`config.mk`:
```
export PLATFORM = sky130hd
export DESIGN_NAME = mfd_ctrl
export DESIGN_NICKNAME = d
export VERILOG_FILES = /design/src/hw/rtl/mfd_pkg.sv /design/src/hw/rtl/mfd_ctrl.sv
export SDC_FILE = /design/constraint.sdc
export NUM_CORES = 1
export LEC_CHECK = 0
export BUFFER_PORTS_ARGS = -buffer_cell sky130_fd_sc_hd__clkbuf_2
export CAP_MARGIN = 30
export CORE_MARGIN = 4
export CORE_UTILIZATION = 25
export CTS_CLUSTER_DIAMETER = 50
export CTS_CLUSTER_SIZE = 8
export DETAILED_ROUTE_END_ITERATION = 6
export PLACE_DENSITY = 0.55
export REMOVE_ABC_BUFFERS = 1
export SLEW_MARGIN = 20
export SYNTH_ARGS = -nofsm -noshare
export SYNTH_HDL_FRONTEND = slang
export SYNTH_SLANG_ARGS = --single-unit
```
`constraint.sdc`:
```
create_clock -name clk_i -period 1.3 [get_ports clk_i]
set_input_delay 0.065 -clock clk_i [delete_from_list [all_inputs] [get_ports clk_i]]
set_output_delay 0.065 -clock clk_i [all_outputs]
set_load 0.005 [all_outputs]
```
`src/hw/rtl/mfd_pkg.sv`:
```
// Shared types, constants and codes of the metaball field density core.
`timescale 1ns / 1ps

package mfd_pkg;

  // Field widths
  localparam int unsigned CW  = 24;  // coordinates, weight, thresholds, density
  localparam int unsigned RW  = 23;  // radius
  localparam int unsigned BIW = 4;   // ball_index field
  localparam int unsigned BCW = 5;   // ball_count register

  // APB port
  localparam int unsigned APB_AW = 4;
  localparam int unsigned APB_DW = 32;

  // Register indexes (byte address = 4 * index)
  localparam logic [1:0] REG_BALL_COUNT     = 2'd0;
  localparam logic [1:0] REG_THRESHOLD_LOW  = 2'd1;
  localparam logic [1:0] REG_THRESHOLD_HIGH = 2'd2;
  localparam logic [1:0] REG_POSITIVE_ONLY  = 2'd3;

  // Register reset values
  localparam logic [BCW-1:0] BALL_COUNT_RST     = '0;
  localparam logic [CW-1:0]  THRESHOLD_LOW_RST  = 24'd0;
  localparam logic [CW-1:0]  THRESHOLD_HIGH_RST = 24'd4096;

  // Item kinds
  localparam logic KIND_EVAL = 1'b0;
  localparam logic KIND_LOAD = 1'b1;

  // Arithmetic constants
  localparam int unsigned NUM_LIM_EXP = 40;       // numerator saturates at +-2^40
  localparam int unsigned QW          = CW + 1;   // normalizing quotient bits
  localparam int unsigned TW          = CW + 18;  // magnitude of one ball term
  localparam logic [CW-1:0] OUT_MAX   = 24'h7FFFFF;
  localparam logic [CW-1:0] OUT_MIN   = 24'h800000;

  // Parameter defaults
  localparam int unsigned MAX_BALLS_DEF = 16;
  localparam int unsigned FRAC_BITS_DEF = 12;

  typedef enum logic [4:0] {
    S_IDLE,
    S_RD,
    S_DIFF,
    S_SQ,
    S_SUM,
    S_INIT,
    S_DIV,
    S_N,
    S_M2,
    S_M3,
    S_TERM,
    S_ACC,
    S_NORM,
    S_QCHK,
    S_QDIV,
    S_OUT
  } state_e;

  typedef struct packed {
    logic load;
    logic start;
    logic rd;
    logic diff;
    logic sq;
    logic sum;
    logic init;
    logic div_step;
    logic calc_n;
    logic m2;
    logic m3;
    logic term;
    logic acc;
    logic norm;
    logic qchk;
    logic qdiv_step;
    logic out_wr;
  } cmd_t;

  typedef struct packed {
    logic count_zero;
    logic last_ball;
    logic rad_zero;
    logic cap;
    logic skip;
    logic err;
    logic ovf;
    logic out_free;
  } sts_t;

endpackage

```
`src/hw/rtl/mfd_ctrl.sv`:
```
// Sequencer of the metaball field density core: state machine and step counter.
`timescale 1ns / 1ps

module mfd_ctrl #(
  parameter int unsigned FRAC_BITS = mfd_pkg::FRAC_BITS_DEF
) (
  input  logic          clk_i,
  input  logic          rst_ni,
  input  logic          in_valid_i,
  input  logic          kind_i,
  input  mfd_pkg::sts_t sts_i,
  output mfd_pkg::cmd_t cmd_o,
  output logic          in_stall_o
);

  localparam int unsigned DIV_STEPS = FRAC_BITS + 6;
  localparam int unsigned MAX_STEPS =
    (DIV_STEPS > mfd_pkg::QW) ? DIV_STEPS : mfd_pkg::QW;
  localparam int unsigned SCW = $clog2(MAX_STEPS);

  mfd_pkg::state_e state_q, state_d;
  logic [SCW-1:0]  step_q, step_d;

  always_comb begin
    state_d = state_q;
    case (state_q)
      mfd_pkg::S_IDLE: begin
        if (in_valid_i && (kind_i == mfd_pkg::KIND_EVAL)) begin
          state_d = sts_i.count_zero ? mfd_pkg::S_NORM : mfd_pkg::S_RD;
        end
      end
      mfd_pkg::S_RD:   state_d = mfd_pkg::S_DIFF;
      mfd_pkg::S_DIFF: state_d = mfd_pkg::S_SQ;
      mfd_pkg::S_SQ:   state_d = mfd_pkg::S_SUM;
      mfd_pkg::S_SUM:  state_d = mfd_pkg::S_INIT;
      mfd_pkg::S_INIT: begin
        if (sts_i.rad_zero) begin
          state_d = mfd_pkg::S_ACC;
        end else if (sts_i.cap) begin
          state_d = mfd_pkg::S_N;
        end else begin
          state_d = mfd_pkg::S_DIV;
        end
      end
      mfd_pkg::S_DIV: begin
        if (step_q == '0) state_d = mfd_pkg::S_N;
      end
      mfd_pkg::S_N:    state_d = sts_i.skip ? mfd_pkg::S_ACC : mfd_pkg::S_M2;
      mfd_pkg::S_M2:   state_d = mfd_pkg::S_M3;
      mfd_pkg::S_M3:   state_d = mfd_pkg::S_TERM;
      mfd_pkg::S_TERM: state_d = mfd_pkg::S_ACC;
      mfd_pkg::S_ACC:  state_d = sts_i.last_ball ? mfd_pkg::S_NORM : mfd_pkg::S_RD;
      mfd_pkg::S_NORM: state_d = mfd_pkg::S_QCHK;
      mfd_pkg::S_QCHK: begin
        state_d = (sts_i.err || sts_i.ovf) ? mfd_pkg::S_OUT : mfd_pkg::S_QDIV;
      end
      mfd_pkg::S_QDIV: begin
        if (step_q == '0) state_d = mfd_pkg::S_OUT;
      end
      mfd_pkg::S_OUT: begin
        if (sts_i.out_free) state_d = mfd_pkg::S_IDLE;
      end
      default: state_d = mfd_pkg::S_IDLE;
    endcase
  end

  always_comb begin
    step_d = step_q;
    if (state_q == mfd_pkg::S_INIT) begin
      step_d = SCW'(DIV_STEPS - 1);
    end else if (state_q == mfd_pkg::S_QCHK) begin
      step_d = SCW'(mfd_pkg::QW - 1);
    end else if ((state_q == mfd_pkg::S_DIV) || (state_q == mfd_pkg::S_QDIV)) begin
      step_d = step_q - SCW'(1);
    end
  end

  always_comb begin
    cmd_o           = '0;
    cmd_o.load      = (state_q == mfd_pkg::S_IDLE) && in_valid_i &&
                      (kind_i == mfd_pkg::KIND_LOAD);
    cmd_o.start     = (state_q == mfd_pkg::S_IDLE) && in_valid_i &&
                      (kind_i == mfd_pkg::KIND_EVAL);
    cmd_o.rd        = (state_q == mfd_pkg::S_RD);
    cmd_o.diff      = (state_q == mfd_pkg::S_DIFF);
    cmd_o.sq        = (state_q == mfd_pkg::S_SQ);
    cmd_o.sum       = (state_q == mfd_pkg::S_SUM);
    cmd_o.init      = (state_q == mfd_pkg::S_INIT);
    cmd_o.div_step  = (state_q == mfd_pkg::S_DIV);
    cmd_o.calc_n    = (state_q == mfd_pkg::S_N);
    cmd_o.m2        = (state_q == mfd_pkg::S_M2);
    cmd_o.m3        = (state_q == mfd_pkg::S_M3);
    cmd_o.term      = (state_q == mfd_pkg::S_TERM);
    cmd_o.acc       = (state_q == mfd_pkg::S_ACC);
    cmd_o.norm      = (state_q == mfd_pkg::S_NORM);
    cmd_o.qchk      = (state_q == mfd_pkg::S_QCHK);
    cmd_o.qdiv_step = (state_q == mfd_pkg::S_QDIV);
    cmd_o.out_wr    = (state_q == mfd_pkg::S_OUT) && sts_i.out_free;
    in_stall_o      = (state_q != mfd_pkg::S_IDLE);
  end

  always_ff @(posedge clk_i or negedge rst_ni) begin
    if (!rst_ni) begin
      state_q <= mfd_pkg::S_IDLE;
      step_q  <= '0;
    end else begin
      state_q <= state_d;
      step_q  <= step_d;
    end
  end

endmodule

```
==> impl_summary.txt <==
----------------------------------------------------
[Outcome]
  Run status ... finished with violations
  Violated checks ... setup timing

[Worst setup path]
  Register-to-Register Path Depth ... 7
  Critical Path End Type ... output port
  Startpoint of the most critical register-to-register path ... state_q[3]$_DFFE_PN0P_
  Cell-by-cell trace of the critical path ... buf_6, nor4_4, buf_4, and3_1, buf_2
  FF-to-FF setup slack ... -0.23 ns
  Type of element launching the critical path ... flop
  Crit path max fanout ... 4
  Worst reg2reg endpoint ... state_q[1]$_DFFE_PN0P_
  Standard cell with the maximum stage delay on the critical path ... sky130_fd_sc_hd__dfrtp_2
  Crit path kind ... reg2out
  Slowest stage delay, CP ... roughly 0.4 ns
  Gate family responsible for the most delay along the worst path ... simple AND/OR/NAND/NOR gates
  Buffers and inverters on the worst path ... 3
  Worst Path Arrival ... ~1.5 ns
  Worst endpoint required time ... 1.24 ns

[STA]
  Hold Vio Cnt, Final ... 0
  Fmax ... 0.6455 GHz
  Worst Clk Skew ... 0.004389 ns
  Setup ws final ... -0.2492 ns
  Tightest hold margin ... 0.02963 ns
  Post-route clock period utilization ... 119.2%
  Final max-slew violation count ... 0
  Clock period minus worst slack ... about 1.5 ns
  Setup repair after global routing missed its margin ... yes
  Final setup violation count ... 23
  Tightest slew margin relative to the limit ... about 83%
  Actual transition at the worst max-transition pin ... about 0.25 ns

[Pwr]
  Share of power burned in registers ... between 10 and 15%
  Net switching fraction of the power ... 45.05%
  NetSw ... a little over 2 mW
  Internal cell power ... 2.504 mW
  Worst vdd ir ... approximately 0.0013 V
  Part of the power in combinational logic ... 81.0%
  Power per Cell Area ... around 2800 nW/um^2
  Share of total power in the clock network ... between 4 and 5%
  Static power due to leakage ... roughly 0.76 nW

[Routing]
  Initial DRT Pass Iterations ... 6
  Post-route DRC ... 0
  ANT nets after route ... 0
  Number of violations reported at the end of detailed-routing iteration 0 ... 26
  Routed Wire Length ... ~3200 um
  Detail-routed via count per cell ... roughly 5.0
  Routed WL per cell ... 14.16 um
  Number of vias after detailed routing ... roughly 1.1k

[Floorplanning]
  Initial standard-cell utilization of the core ... between 20% and 30%
  Std-Cell Core Area ... ~3100 sq um
  Count of standard-cell rows ... 20
  Die area ... 4195 sq um
  Number of ports placed on the die boundary ... 30
  Die width ... ~65 um
  Die height ... between 60 and 70 um

[Place]
  # placed instances ... ~200
  Worst slack at placement ... -0.2292 ns
  Weighted congestion at the end of routability-driven global placement ... 0.9022
  Detailed placement HPWL ... 1953 um
  Quantity of I/O buffers inserted on ports ... 29

[Synth]
  Share of synthesized area occupied by flip-flops and latches ... 27.95%
  Flip-flop and latch count after synthesis ... 9
  Async set-reset flop share out of synthesis ... 100.0%
  Number of enable flip-flop cells after synthesis ... 0
  Number of warnings printed during yosys synthesis ... 0
  Total standard cell area after synthesis ... ~810 sq um
  Largest area contributor in the synthesized netlist ... sky130_fd_sc_hd__dfrtp_1
  Mean instance size in the synthesized netlist ... around 7.5 sq um
  Top cells by area, synth ... sky130_fd_sc_hd__dfrtp_1 28%, sky130_fd_sc_hd__nor2_1 7.9%, sky130_fd_sc_hd__a21oi_1 5.6%, sky130_fd_sc_hd__nor3_1 5.0%, sky130_fd_sc_hd__o21ai_0 3.7%
  Portion of synthesized cell area occupied by the leading cell type ... 27.95%
  Post-synth cell types ... 38
  Cell count after synthesis ... ~110
  Most used DFF post-synth ... sky130_fd_sc_hd__dfrtp_1

[Flow run]
  Max-cap viol count ... 0

[Clock network]
  Skew-Pair Late Insertion Delay ... approximately 0.27 ns
  Clock-pin slew reported for the worst setup and hold paths after clock tree synthesis ... approximately 0.06 ns
  Number of buffers inserted during clock tree synthesis ... 3
  Largest buffer count on any clock path ... 2
  CTS H-Tree Depth ... 1
  Clock tree from TritonCTS ... done
  # clock sinks ... 9
  Clock tree root buffer cell ... sky130_fd_sc_hd__clkbuf_4

[Final layout]
  Layout-stage area growth over the synthesis result ... 103.7%
  Total number of nets in the final design ... 195
  Non-filler cells, final ... 225
  Number of diodes added for antenna fixing ... 0
  Ratio of cells with drive above 1 in the final layout ... ~71%

[Global routing]
  Total gr overflow ... 0
  Maximum number of pins on one net before global-route repair ... 10
  Global-route usage over all layers ... ~15%
  Number of global-route vias before repair ... approximately 1.1k
  Number of antenna violations at the first check in global routing ... 0
  First-pass GRT wire length ... 4926 um

[Hold path]
  Min-Delay Path Class ... in2reg
  Startpoint of the lowest-slack hold path ... sts_i[0]
  Cell depth of the worst min-delay path ... 2
  Endpoint of the worst hold-timing path ... state_q[0]$_DFFE_PN0P_

----------------------------------------------------
==> synthesized netlist by cell type (2+ instances only) <==
cell / count
sky130_fd_sc_hd__nor2_1: 17
sky130_fd_sc_hd__o22ai_1: 3
sky130_fd_sc_hd__dfrtp_1: 9
sky130_fd_sc_hd__a21oi_1: 9
sky130_fd_sc_hd__inv_2: 2
sky130_fd_sc_hd__a221oi_1: 2
sky130_fd_sc_hd__o21ai_0: 6
sky130_fd_sc_hd__inv_1: 7
sky130_fd_sc_hd__buf_4: 3
sky130_fd_sc_hd__nand2b_1: 4
sky130_fd_sc_hd__nor3_1: 8
sky130_fd_sc_hd__nand2_1: 4
sky130_fd_sc_hd__buf_2: 3
sky130_fd_sc_hd__o21ai_1: 4
sky130_fd_sc_hd__nand4_1: 3
==> layout make-up <==
type,instances,area [sq um]
clock buffers,4,26.28
fillers,280,1436
inverters,9,38.79
multi-input cells,82,715.7
flip-flops and latches,9,230.2
well taps,44,55.05
repair buffers,77,575.6
==> per-stage QoR <==
step / power, mW / TNS, ns / util, % / instance area [sq um]
floorplan: 1.733 / -0.6880 / - / 757.0
global placement: 2.882 / -0.8605 / 39.07 / 1202
detailed placement: 2.898 / -1.103 / 39.07 / 1202
CTS: 3.800 / -2.797 / 46.46 / 1430
global route: 4.861 / -5.034 / 53.33 / 1642
finish: 4.556 / -3.234 / 53.33 / 1642
==> registers in the layout, indices dropped and copies added, names as in the netlist <==
signal / cells
step_q: 5
state_q: 4
==> how the worst max path moves through the flow <==
stage,slack (ns),depth (start not counted),start,end
after CTS,-0.25,5,state_q[1]$_DFFE_PN0P_,cmd_o[16]
after floorplan,-0.19,4,state_q[0]$_DFFE_PN0P_,state_q[1]$_DFFE_PN0P_
final,-0.25,5,state_q[2]$_DFFE_PN0P_,cmd_o[16]
after global placement,-0.17,6,step_q[0]$_DFFE_PN0P_,state_q[1]$_DFFE_PN0P_
after detailed placement,-0.23,6,step_q[0]$_DFFE_PN0P_,state_q[1]$_DFFE_PN0P_
after global routing,-0.35,6,state_q[2]$_DFFE_PN0P_,cmd_o[15]
==> layout by cell type (no fill, tap or decap), drive strengths merged, types with 4 or more instances in the layout <==
| master | count |
|---|---|
| nand2b | 4 |
| a21oi | 9 |
| inv | 9 |
| nand2 | 4 |
| nor3 | 8 |
| buf | 55 |
| dfrtp | 9 |
| nor2 | 17 |
| o21ai | 11 |
| clkbuf | 25 |
==> logic make-up after synthesis <==
kind of cell / synth area share [%]
AOI/OAI and AO/OA: 29.82
adders and majority gates: 1.553
buffers and inverters: 10.25
DFF: 27.95
and+or+nand+nor: 30.44
==> power by group through the flow <==
stage	logic [mW]	clock network, mW	registers, mW
after detailed placement	2.24	0	0.662
after global placement	2.22	0	0.659
final	3.69	0.225	0.642
after CTS	2.95	0.221	0.631
after global routing	3.96	0.244	0.661
after floorplan	0.998	0	0.735
==> metal layers <==
metal / part of all wire [%] / track usage (%) / vias up
met5: 0 / 0 / -
met4: 1.9 / 7.652 / 0
met3: 4.0 / 0.6932 / 6
met2: 52 / 26.82 / 49
met1: 42 / 17.30 / 538
li1: - / - / 540
==> repair_timing <==
action | in CTS | in global routing
cloned | 0 | 0
endpoints found under the setup margin | 26 | 27
hold buffers | 1 | 0
pin swaps | 12 | 13
setup buffers | 6 | 14
endpoints found under the hold margin | 9 | 0
resized for setup | 39 | 47
Note: power is estimated with default switching activity, not from simulation.
